==> src/session_login_heartbeat_tracker_assert.svh <==
// Assertion macros for the session login and heartbeat tracker.
// Used by the top level only; no other dependencies.
`ifndef SESSION_LOGIN_HEARTBEAT_TRACKER_ASSERT_SVH
`define SESSION_LOGIN_HEARTBEAT_TRACKER_ASSERT_SVH
`ifndef SYNTHESIS
// Same-cycle implication, disabled during reset
`define SLHT_ASSERT_NOW(label, clk, rst, ante, cons) \
   label: assert property (@(posedge clk) disable iff (rst) (ante) |-> (cons)) \
      else $error("assertion failed");
// Next-cycle implication, disabled during reset
`define SLHT_ASSERT_NEXT(label, clk, rst, ante, cons) \
   label: assert property (@(posedge clk) disable iff (rst) (ante) |=> (cons)) \
      else $error("assertion failed");
`else
`define SLHT_ASSERT_NOW(label, clk, rst, ante, cons)
`define SLHT_ASSERT_NEXT(label, clk, rst, ante, cons)
`endif
`endif

==> src/slht_pkg.sv <==
// Shared types and codes for the session login and heartbeat tracker.
// No dependencies.
`timescale 1ns / 1ps
package slht_pkg;

   // Operation codes of an input item
   localparam logic [2:0] OP_RESET      = 3'd0;
   localparam logic [2:0] OP_RESUME     = 3'd1;
   localparam logic [2:0] OP_LOGIN      = 3'd2;
   localparam logic [2:0] OP_LOGOUT     = 3'd3;
   localparam logic [2:0] OP_PACKET     = 3'd4;
   localparam logic [2:0] OP_BYTES      = 3'd5;
   localparam logic [2:0] OP_TICK       = 3'd6;

   // Result event codes
   localparam logic [2:0] EV_SEND_LOGIN     = 3'd0;
   localparam logic [2:0] EV_SEND_LOGOUT    = 3'd1;
   localparam logic [2:0] EV_SEND_HEARTBEAT = 3'd2;
   localparam logic [2:0] EV_ACCEPTED       = 3'd3;
   localparam logic [2:0] EV_REJECTED       = 3'd4;
   localparam logic [2:0] EV_MESSAGE        = 3'd5;
   localparam logic [2:0] EV_ENDED          = 3'd6;
   localparam logic [2:0] EV_SILENT         = 3'd7;

   // Session phases
   localparam logic [2:0] PH_CONNECTED  = 3'd0;
   localparam logic [2:0] PH_LOGIN_SENT = 3'd1;
   localparam logic [2:0] PH_LIVE       = 3'd2;
   localparam logic [2:0] PH_FAILED     = 3'd3;
   localparam logic [2:0] PH_ENDED      = 3'd4;

   // Packet type bytes
   localparam logic [7:0] PKT_ACCEPT    = 8'h41;  // 'A'
   localparam logic [7:0] PKT_REJECT    = 8'h4A;  // 'J'
   localparam logic [7:0] PKT_SEQUENCED = 8'h53;  // 'S'
   localparam logic [7:0] PKT_END       = 8'h5A;  // 'Z'

   // Control register map
   localparam int unsigned CSR_INDEX_W = 2;
   localparam logic [CSR_INDEX_W-1:0] CSR_SILENCE_TIMEOUT    = 2'd0;
   localparam logic [CSR_INDEX_W-1:0] CSR_HEARTBEAT_INTERVAL = 2'd1;
   localparam logic [63:0] SILENCE_TIMEOUT_RST    = 64'd15000000000;
   localparam logic [63:0] HEARTBEAT_INTERVAL_RST = 64'd1000000000;

   typedef struct packed {
      logic [2:0]  operation;
      logic [63:0] now_time;
      logic [7:0]  packet_type;
      logic        parse_ok;
      logic [63:0] sequence_value;
      logic [7:0]  reject_value;
   } req_type;

   typedef struct packed {
      logic [2:0]  event_res;
      logic [63:0] sequence_out;
      logic [7:0]  reject_out;
      logic [2:0]  session_state;
   } rsp_type;

   typedef struct packed {
      logic [63:0] silence_timeout;
      logic [63:0] heartbeat_interval;
   } cfg_type;

endpackage

==> src/slht_csr.sv <==
// Control registers of the session tracker: silence timeout, heartbeat interval.
// Depends on slht_pkg.
`timescale 1ns / 1ps
module slht_csr (
   input  logic                             clock,
   input  logic                             reset,
   input  logic                             csr_valid,
   output logic                             csr_ready,
   input  logic [slht_pkg::CSR_INDEX_W-1:0] csr_index,
   input  logic [63:0]                      csr_data,
   output slht_pkg::cfg_type                cfg
);
   import slht_pkg::*;

   logic [63:0] silence_ff, silence_in;
   logic [63:0] heartbeat_ff, heartbeat_in;

   // Always take a write; unknown indexes drop
   assign csr_ready = 1'b1;

   always_comb begin
      silence_in   = silence_ff;
      heartbeat_in = heartbeat_ff;
      if (csr_valid) begin
         unique case (csr_index)
            CSR_SILENCE_TIMEOUT:    silence_in   = csr_data;
            CSR_HEARTBEAT_INTERVAL: heartbeat_in = csr_data;
            default: ;
         endcase
      end
   end

   always_ff @(posedge clock) begin
      if (reset) begin
         silence_ff   <= SILENCE_TIMEOUT_RST;
         heartbeat_ff <= HEARTBEAT_INTERVAL_RST;
      end else begin
         silence_ff   <= silence_in;
         heartbeat_ff <= heartbeat_in;
      end
   end

   assign cfg.silence_timeout    = silence_ff;
   assign cfg.heartbeat_interval = heartbeat_ff;

endmodule

==> src/slht_core.sv <==
// Session state and per-event update logic of the session tracker.
// Depends on slht_pkg.
`timescale 1ns / 1ps
module slht_core (
   input  logic              clock,
   input  logic              reset,
   input  logic              advance,
   input  slht_pkg::req_type item,
   input  slht_pkg::cfg_type cfg,
   output logic              res_valid,
   output slht_pkg::rsp_type res
);
   import slht_pkg::*;

   logic [2:0]  phase_ff, phase_in;
   logic [63:0] rx_seq_ff, rx_seq_in;
   logic [7:0]  reject_ff, reject_in;
   logic [63:0] send_time_ff, send_time_in;
   logic [63:0] recv_time_ff, recv_time_in;
   logic [63:0] recv_elapsed, send_elapsed;
   logic        silent, heartbeat_due, tick_phase;
   logic [2:0]  ev;
   logic [63:0] seq_out;

   // Elapsed times wrap at 2^64; a zero timestamp means never
   assign recv_elapsed  = item.now_time - recv_time_ff;
   assign send_elapsed  = item.now_time - send_time_ff;
   assign silent        = (recv_time_ff != 64'd0) && (recv_elapsed >= cfg.silence_timeout);
   assign heartbeat_due = (send_time_ff != 64'd0) &&
                          (send_elapsed >= cfg.heartbeat_interval);
   assign tick_phase    = (phase_ff == PH_LOGIN_SENT) || (phase_ff == PH_LIVE);

   // Decode one event into state updates and at most one result
   always_comb begin
      phase_in     = phase_ff;
      rx_seq_in    = rx_seq_ff;
      reject_in    = reject_ff;
      send_time_in = send_time_ff;
      recv_time_in = recv_time_ff;
      res_valid    = 1'b0;
      ev           = EV_SEND_LOGIN;
      seq_out      = 64'd0;
      unique case (item.operation)
         OP_RESET: begin
            phase_in     = PH_CONNECTED;
            reject_in    = 8'd0;
            send_time_in = 64'd0;
            recv_time_in = 64'd0;
         end
         OP_RESUME: begin
            rx_seq_in = item.sequence_value;
         end
         OP_LOGIN: begin
            send_time_in = item.now_time;
            phase_in     = PH_LOGIN_SENT;
            res_valid    = 1'b1;
            ev           = EV_SEND_LOGIN;
            seq_out      = rx_seq_ff;
         end
         OP_LOGOUT: begin
            send_time_in = item.now_time;
            res_valid    = 1'b1;
            ev           = EV_SEND_LOGOUT;
         end
         OP_PACKET: begin
            recv_time_in = item.now_time;
            unique case (item.packet_type)
               PKT_ACCEPT: begin
                  if (item.parse_ok) begin
                     rx_seq_in = item.sequence_value;
                     phase_in  = PH_LIVE;
                     res_valid = 1'b1;
                     ev        = EV_ACCEPTED;
                     seq_out   = item.sequence_value;
                  end
               end
               PKT_REJECT: begin
                  if (item.parse_ok) begin
                     reject_in = item.reject_value;
                  end
                  phase_in  = PH_FAILED;
                  res_valid = 1'b1;
                  ev        = EV_REJECTED;
               end
               PKT_SEQUENCED: begin
                  rx_seq_in = rx_seq_ff + 64'd1;
                  res_valid = 1'b1;
                  ev        = EV_MESSAGE;
                  seq_out   = rx_seq_ff;
               end
               PKT_END: begin
                  phase_in  = PH_ENDED;
                  res_valid = 1'b1;
                  ev        = EV_ENDED;
               end
               default: ;
            endcase
         end
         OP_BYTES: begin
            recv_time_in = item.now_time;
         end
         OP_TICK: begin
            // Silence wins over heartbeat
            if (tick_phase && silent) begin
               res_valid = 1'b1;
               ev        = EV_SILENT;
            end else if (tick_phase && heartbeat_due) begin
               send_time_in = item.now_time;
               res_valid    = 1'b1;
               ev           = EV_SEND_HEARTBEAT;
            end
         end
         default: ;
      endcase
   end

   // Result carries the reject code and phase after the event
   assign res.event_res     = ev;
   assign res.sequence_out  = seq_out;
   assign res.reject_out    = reject_in;
   assign res.session_state = phase_in;

   // Commit state only when the event retires
   always_ff @(posedge clock) begin
      if (reset) begin
         phase_ff     <= PH_CONNECTED;
         rx_seq_ff    <= 64'd0;
         reject_ff    <= 8'd0;
         send_time_ff <= 64'd0;
         recv_time_ff <= 64'd0;
      end else if (advance) begin
         phase_ff     <= phase_in;
         rx_seq_ff    <= rx_seq_in;
         reject_ff    <= reject_in;
         send_time_ff <= send_time_in;
         recv_time_ff <= recv_time_in;
      end
   end

endmodule

==> src/session_login_heartbeat_tracker.sv <==
// Top level of the client session tracker: input register, core, result register.
// Depends on slht_pkg, slht_csr, slht_core and the assertion macro header.
`timescale 1ns / 1ps
`include "session_login_heartbeat_tracker_assert.svh"
// Client-side tracker for a sequenced login session. Each accepted event
// (session reset, resume, login, logout, packet, bytes arrival, tick) passes
// through an input register and one pass of update logic, then any result
// lands in a result register: rsp_valid rises in the cycle after the event
// retires from the input register, and one event is taken every cycle as
// long as rsp is drained.
// The rate is set by the single update pass, whose longest path is a 64-bit
// subtract and compare on the tick timers. Events that produce no result
// retire without touching the result register. Control registers are written
// through the csr channel, which is always ready; write them only while idle.
module session_login_heartbeat_tracker (
   input  logic                             clock,
   input  logic                             reset,
   input  logic                             req_valid,
   output logic                             req_ready,
   input  slht_pkg::req_type                req_data,
   output logic                             rsp_valid,
   input  logic                             rsp_ready,
   output slht_pkg::rsp_type                rsp_data,
   input  logic                             csr_valid,
   output logic                             csr_ready,
   input  logic [slht_pkg::CSR_INDEX_W-1:0] csr_index,
   input  logic [63:0]                      csr_data
);
   import slht_pkg::*;

   logic    item_valid_ff, item_valid_in;
   req_type item_ff;
   logic    rsp_valid_ff, rsp_valid_in;
   rsp_type rsp_data_ff;
   logic    advance;
   logic    core_res_valid;
   rsp_type core_res;
   cfg_type cfg;

   slht_csr u_csr (
      .clock     (clock),
      .reset     (reset),
      .csr_valid (csr_valid),
      .csr_ready (csr_ready),
      .csr_index (csr_index),
      .csr_data  (csr_data),
      .cfg       (cfg)
   );

   slht_core u_core (
      .clock     (clock),
      .reset     (reset),
      .advance   (advance),
      .item      (item_ff),
      .cfg       (cfg),
      .res_valid (core_res_valid),
      .res       (core_res)
   );

   // Retire the held item once the result register is free
   assign advance   = item_valid_ff && (!rsp_valid_ff || rsp_ready);
   assign req_ready = !item_valid_ff || advance;

   assign item_valid_in = (req_valid && req_ready) || (item_valid_ff && !advance);
   assign rsp_valid_in  = (advance && core_res_valid) || (rsp_valid_ff && !rsp_ready);

   // Input register
   always_ff @(posedge clock) begin
      if (reset) begin
         item_valid_ff <= 1'b0;
      end else begin
         item_valid_ff <= item_valid_in;
      end
   end

   always_ff @(posedge clock) begin
      if (req_valid && req_ready) begin
         item_ff <= req_data;
      end
   end

   // Result register
   always_ff @(posedge clock) begin
      if (reset) begin
         rsp_valid_ff <= 1'b0;
      end else begin
         rsp_valid_ff <= rsp_valid_in;
      end
   end

   always_ff @(posedge clock) begin
      if (advance && core_res_valid) begin
         rsp_data_ff <= core_res;
      end
   end

   assign rsp_valid = rsp_valid_ff;
   assign rsp_data  = rsp_data_ff;

   // Hold off new transfers while both stages are full and stalled
   `SLHT_ASSERT_NOW(a_stall_blocks_req, clock, reset,
      item_valid_ff && rsp_valid_ff && !rsp_ready, !req_ready)
   // A phase outside the defined set never reaches the output
   `SLHT_ASSERT_NOW(a_phase_legal, clock, reset, rsp_valid, rsp_data.session_state <= PH_ENDED)
   // Heartbeats only come out of a login-sent or live session
   `SLHT_ASSERT_NOW(a_heartbeat_phase, clock, reset,
      rsp_valid && rsp_data.event_res == EV_SEND_HEARTBEAT,
      rsp_data.session_state == PH_LOGIN_SENT || rsp_data.session_state == PH_LIVE)
   // A retiring event with a result always shows up on the next cycle
   `SLHT_ASSERT_NEXT(a_result_lands, clock, reset, advance && core_res_valid, rsp_valid)

endmodule
==> config.mk <==
export PLATFORM = sky130hd
export DESIGN_NAME = session_login_heartbeat_tracker
export DESIGN_NICKNAME = d
export VERILOG_FILES = /design/src/slht_pkg.sv /design/src/slht_csr.sv /design/src/slht_core.sv /design/src/session_login_heartbeat_tracker.sv
export VERILOG_INCLUDE_DIRS = /design/src /design/src/src
export SDC_FILE = /design/constraint.sdc
export NUM_CORES = 1
export LEC_CHECK = 0
export BUFFER_PORTS_ARGS = -buffer_cell sky130_fd_sc_hd__buf_2
export CAP_MARGIN = 5
export CORE_MARGIN = 3
export CORE_UTILIZATION = 61
export CTS_CLUSTER_DIAMETER = 80
export DETAILED_ROUTE_END_ITERATION = 10
export HOLD_SLACK_MARGIN = 0.12
export PLACE_DENSITY = 0.79
export SLEW_MARGIN = 20
export SYNTH_ARGS = -nofsm -noshare
export SYNTH_HDL_FRONTEND = slang
export SYNTH_SLANG_ARGS = --single-unit
==> constraint.sdc <==
create_clock -name clock -period 11.8 [get_ports clock]
set_clock_uncertainty 0.1 [all_clocks]
set_input_delay 1.77 -clock clock [delete_from_list [all_inputs] [get_ports clock]]
set_output_delay 1.77 -clock clock [all_outputs]
set_load 0.02 [all_outputs]
Word level (Yosys, flattened, before mapping)
Index checks and enable logic that the tools add are counted.
- flip-flop bits (word level): 559
- bits of input ports: 219
- output and inout bits: 81
- word-level logic and storage cells: 100
- $add $sub $neg: 3
- order comparisons: 2
- equality and inequality tests: 17
- muxes and demuxes: 26
- reduce and logical (&&, ||, !) cells: 33
- operators by type and width (operator ; count):
    64-bit case mux with 2 select lines ; 5
    64-bit 2-to-1 mux ; 4
    64-bit case mux with 3 select lines ; 1
    64-bit greater-or-equal comparator ; 2
    64-bit nonzero test ; 2
    64-bit subtractor ; 2
    64-bit by 1-bit adder with 64-bit output (second input constant) ; 1
    8-bit by 7-bit equality test with 1-bit output (second input constant) ; 4
    3-bit case mux with 3 select lines ; 3
    8-bit 2-to-1 mux ; 2
    8-bit case mux with 2 select lines ; 1
    3-bit case mux with 4 select lines ; 1
    3-bit by 2-bit equality test with 1-bit output (second input constant) ; 3
    3-bit equality test (second input constant) ; 3
    1-bit logical AND ; 9
    4-bit AND reduction ; 2
    3-bit by 1-bit equality test with 1-bit output (second input constant) ; 2
    3-bit 2-to-1 mux ; 2
    3-bit != test (second input constant) ; 2
    2-bit AND reduction ; 3
    1-bit logical OR ; 5
    1-bit logical NOT ; 4
    2-bit 2-to-1 mux ; 2
    2-bit nonzero test ; 2
    11 further kinds ; 14

Logic depth before layout (Yosys ltp)
- depth in word-level cells: 9
- mapped depth: 28
- mapped depth without buffers: 26

Modules after synthesis
From an unflattened synthesis, not the netlist that was laid out.
- cells, all modules: 3745
- area total of the unflattened synthesis: 33773.6 um2
- by module, submodules not included (module ; instances ; cells each ; area each (um2) ; seq. area each (um2)):
    slht_core ; 1 ; 3005 ; 21613.2 ; 4063.9
    session_login_heartbeat_tracker ; 1 ; 237 ; 6892.9 ; 6826.5
    slht_csr ; 1 ; 503 ; 5267.6 ; 2562.5

Least setup slack after synthesis
OpenSTA, ideal clock, no wires.
- path kind: register to register
- start point: register item_ff[116] (netlist bit)
- end point: register rsp_data_ff (netlist bit rsp_data[0]), enable pin
- library setup time: 0.540 ns
- arrival: 8.653 ns
- required time: 11.160 ns
- path slack: 2.507 ns
- stages on the path, launching flop included: 23
- path buffers: 1
- clock period less this slack: 9.293 ns
- cells stage by stage: edfxtp_1 > ha_1 > buf_2 > a21o_1 > a31oi_1 > o221ai_1 > a21oi_1 > or4b_2 > o22ai_1 > or2_1 > o31a_1 > and2_1 > o31ai_1 > xor2_1 > ha_1 > nand4_1 > or2_2 > nor4_1 > a2111oi_4 > a2111oi_1 > o21ai_2 > a21boi_0 > a21oi_1
- word-level cells in the longest chain between the ends: 8
- elaborated cells between the ends (all ways): 12
- those cells by class: add/sub (2); order compare (2); mux (3); reduce/logical (5)
- RTL lines (item ; line ; RTL):
    from (decl) ; session_login_heartbeat_tracker.sv:32 ; req_type item_ff;
    from (signal assigned) ; session_login_heartbeat_tracker.sv:78 ; item_ff <= req_data;
    64-bit subtractor ; slht_core.sv:27 ; assign send_elapsed = item.now_time - send_time_ff;
    64-bit greater-or-equal comparator ; slht_core.sv:30 ; (send_elapsed >= cfg.heartbeat_interval);
    1-bit logical AND ; slht_core.sv:29 ; assign heartbeat_due = (send_time_ff != 64'd0) &&
    1-bit logical AND ; slht_core.sv:107 ; end else if (tick_phase && heartbeat_due) begin
    1-bit 2-to-1 mux ; slht_core.sv:107 ;
    1-bit 2-to-1 mux * ; slht_core.sv:104 ; if (tick_phase && silent) begin
    1-bit case mux with 3 select lines * ; slht_core.sv:43 ; unique case (item.operation)
    1-bit logical AND * ; session_login_heartbeat_tracker.sv:92 ; if (advance && core_res_valid) begin
    to (signal assigned) ; session_login_heartbeat_tracker.sv:93 ; rsp_data_ff <= core_res;
    to (decl) ; session_login_heartbeat_tracker.sv:34 ; rsp_type rsp_data_ff;
Mark *: on every way between the ends. The rest lies on a longest branch, timed or not.
A chain may end at the register's enable or synchronous reset.

Worst setup path after layout
- start point: register item_ff[82] (netlist bit)
- end point: register rsp_data_ff (netlist bit rsp_data[54]), enable pin
Same word-level chain as after synthesis.

==> impl_metrics.env <==
export IMPL_distinct_cell_type_count_after_synthesis=91
export IMPL_worstSetupStartpointType="flop"
export IMPL_finalNonFillerCells=4657
export IMPL_p_leak_uw=0.01405
export IMPL_postCtsHoldBufs=0
export IMPL_floorplan_io_pins=300
export IMPL_setup_tns_ps=0
export IMPL_ctsLongestPathBuffers=3
export IMPL_drtPass1Iterations=6
export IMPL_max_slew_margin_rel_pct=30.62
export IMPL_detailed_place_hpwl_um=67560
export IMPL_std_cell_rows=83
export IMPL_dpl_cells=4536
export IMPL_area_growth_syn_to_layout_pct=12.35
export IMPL_timing_hold_violations_final=0
export IMPL_num_vias=28262
export IMPL_core_area_um2=51920
export IMPL_first_pass_grt_wire_length_um=145600
export IMPL_floorplan_initialDensity_pct=62.27
export IMPL_criticalPathCategory="flop to flop"
export IMPL_overall_track_demand_over_capacity_in_global_routing_pct=32.35
export IMPL_regArea_um2=13450
export IMPL_timing_final_setup_violations=0
export IMPL_maximum_number_of_pins_on_one_net_before_global_route_repair=116
export IMPL_grt_overflow=0
export IMPL_place_ws_ps=4174
export IMPL_netSwitchingPower_uw=1323
export IMPL_cts_htree_levels=2
export IMPL_post_cts_buffers=0
export IMPL_timing_critical_path_required_ps=11960
export IMPL_multi_input_comb_area_um2=17120
export IMPL_syn_inst=3716
export IMPL_crit_fanout=63
export IMPL_die_height_um=236.2
export IMPL_wl_um=93410
export IMPL_timing_critical_path_to_type="flop"
export IMPL_timing_critical_path_arrival_ps=7980
export IMPL_maxSlewViolCount=0
export IMPL_maxCapViolCount=0
export IMPL_yosysSeqAreaShare_pct=41.60
export IMPL_power_clock_fraction_pct=41.1
export IMPL_grt_pass1_vias=26401
export IMPL_cts_repair_resize_count=0
export IMPL_finalWorstPathRequiredPeriod_ps=7820
export IMPL_route_detailed_drc=0
export IMPL_p_per_area_nw_per_um2=133.7
export IMPL_synth_fp_nets=4192
export IMPL_worst_skew_pair_late_latency_ps=650
export IMPL_share_comb_of_total_power_pct=15.1
export IMPL_finalCritPeriodShare_pct=66.27
export IMPL_clock_transition_at_the_registers_of_the_reported_paths_ps=60
export IMPL_p_int_uw=3533
export IMPL_detail_route_antenna_nets=0
export IMPL_die_area_um2=55810
export IMPL_synthArstFlopShare_pct=0
export IMPL_unrepaired_setup_endpoints_after_global_routing="no"
export IMPL_vias_per_instance=6.069
export IMPL_numCtsBuffers=58
export IMPL_rrSetupSlack_ps=3980
export IMPL_initialDrtViolationCount=2620
export IMPL_dieWidth_um=236.2
export IMPL_number_of_antenna_violations_at_the_first_check_in_global_routing=17
export IMPL_post_synth_instance_area_um2=32340
export IMPL_nNetsFinal=4392
export IMPL_power_switching_fraction_pct=27.25
export IMPL_irDropWorstVdd_uv=171.6
export IMPL_yosysWarnings=0
export IMPL_count_of_flip_flops_with_a_built_in_enable_after_synthesis=226
export IMPL_postSynthAreaPerCell_um2=8.702
export IMPL_cts_sinks=559
export IMPL_max_freq_mhz=127.9
export IMPL_hold_path_class="flop to flop"
export IMPL_synth_seq_cells=559
export IMPL_pwr_share_seq_pct=43.8
export IMPL_worst_tran_pin_value_ps=1041
export IMPL_numPortBuffers=298
export IMPL_hold_ws_ps=353.9
export IMPL_fraction_of_final_layout_cells_sized_beyond_drive_strength_1_pct=11.80
export IMPL_routabilityCongestion=0.9689
export IMPL_synthFlopType="dfxtp_1"
export IMPL_outcome="finished, final reports clean"
export IMPL_tritoncts="built"
export IMPL_route_detailed_wl_per_inst_um=20.06
export IMPL_finalWorstSetupSlack_ps=3980
export IMPL_layout_filler_cells=4190
export IMPL_root_buffer="clkbuf_16"
[power groups by stage]
stage / Combinational, uW / Sequential (uW) / Clock [uW]
after detailed placement: 719 / 2170 / 0
after global routing: 816 / 2130 / 2080
after CTS: 724 / 2120 / 2020
after floorplan: 501 / 2160 / 0
after global placement: 712 / 2160 / 0
final: 735 / 2130 / 1990
[path summary, 6_finish.rpt]
check                    startpoint                     end  depth (start not counted)
max                     item_ff[82]            rsp_data[54]                         22
min          u_csr.heartbeat_ff[42]  u_csr.heartbeat_ff[42]                          2
min reg2reg  u_csr.heartbeat_ff[42]  u_csr.heartbeat_ff[42]                          2
max reg2reg             item_ff[82]            rsp_data[54]                         22
[Yosys cell counts, types with 8 or more instances]
master / instances / area share (%)
a21oi_1: 435 / 6.7
ha_1: 255 / 9.9
and3_1: 32 / 0.62
o21bai_1: 24 / 0.56
o21ai_0: 135 / 2.1
o31ai_1: 12 / 0.28
mux2i_1: 66 / 2.0
nor2_1: 229 / 2.7
nand3_1: 128 / 2.0
inv_1: 294 / 3.4
xnor2_1: 85 / 2.3
nand2_1: 515 / 6.0
a31oi_1: 19 / 0.37
a211o_1: 30 / 0.81
a21o_1: 105 / 2.4
clkbuf_1: 163 / 1.9
and2_1: 18 / 0.35
or3_1: 9 / 0.17
a22o_1: 75 / 2.0
a311oi_1: 8 / 0.22
nand4_1: 67 / 1.3
a22oi_1: 17 / 0.39
nand2b_1: 88 / 1.7
edfxtp_1: 226 / 21
nor3_1: 45 / 0.70
dfxtp_1: 333 / 21
nor2b_1: 18 / 0.35
o21a_1: 16 / 0.37
o211ai_1: 12 / 0.28
a211oi_1: 30 / 0.70
nor4_1: 50 / 0.97
xor2_1: 38 / 1.0
[cell families after synthesis]
logic type | Yosys count | synth area share, %
buffers and inverters | 476 | 5.727
adders and majority gates | 257 | 9.991
muxes | 66 | 2.043
xor gates and xnor gates | 123 | 3.332
DFF | 559 | 41.60
AOI/OAI and AO/OA | 990 | 19.35
other | 1 | 0.01160
and+or+nand+nor | 1244 | 17.95
[final cells by class]
| type | instances | share of cell area, % |
|---|---|---|
| clock buffer | 65 | 4.122 |
| multi-input combinational | 2681 | 47.13 |
| inverter | 294 | 3.038 |
| clock inverter | 45 | 1.636 |
| sequential | 559 | 37.03 |
| timing repair buffer | 322 | 4.629 |
| antenna | 11 | 0.07577 |
| tap | 680 | 2.342 |
[critical path, stage by stage, from the launching register on]
cell and delay [ps]:
edfxtp_1 520, ha_1 340, nor2b_1 180, o2111ai_1 180
a31o_2 260, o31ai_1 630, a21o_1 280, a211oi_1 140
o211ai_1 340, a41oi_1 220, a21oi_1 180, nor2_1 70
xnor2_1 120, ha_1 300, nand4_1 90, or2_2 300
nor4_1 600, nand2_1 140, a2111oi_1 600, o21ai_2 210
a21boi_0 250, a21oi_4 540, buf_4 780
[layout by cell type (no fill, tap or decap), types with 127 or more instances in the layout]
cell type,netlist,final
a21oi_1,435,434
buf_2,5,297
dfxtp_1,333,333
edfxtp_1,226,226
ha_1,255,255
inv_1,294,294
nand2_1,515,515
nand3_1,128,127
nor2_1,229,228
o21ai_0,135,135
[layer usage]
layer	GRT usage, %	part of all wire, %	vias up
met4	11.47	3.6	14
met3	6.384	8.6	174
met2	50.08	44	1209
met5	0	0.094	-
met1	45.32	44	13267
li1	-	-	13598
[state kept, by name, indices dropped and copies added, names as in the netlist]
name	count
u_csr.silence_ff	64
item_ff	148
u_core.phase_ff	3
u_core.send_time_ff	64
u_core.rx_seq_ff	64
item_valid_ff	1
u_core.recv_time_ff	64
u_core.reject_ff	8
rsp_data	78
rsp_valid	1
u_csr.heartbeat_ff	64
[through the flow]
step / cell area [um^2] / util (%) / power (uW)
after floorplan: 32340 / - / 2657
after global placement: 34210 / 65.88 / 2876
after detailed placement: 34210 / 65.88 / 2885
after CTS: 36300 / 69.91 / 4865
after global routing: 36320 / 69.95 / 5032
final: 36330 / 69.97 / 4856
Note: power is estimated with default switching activity, not from simulation.
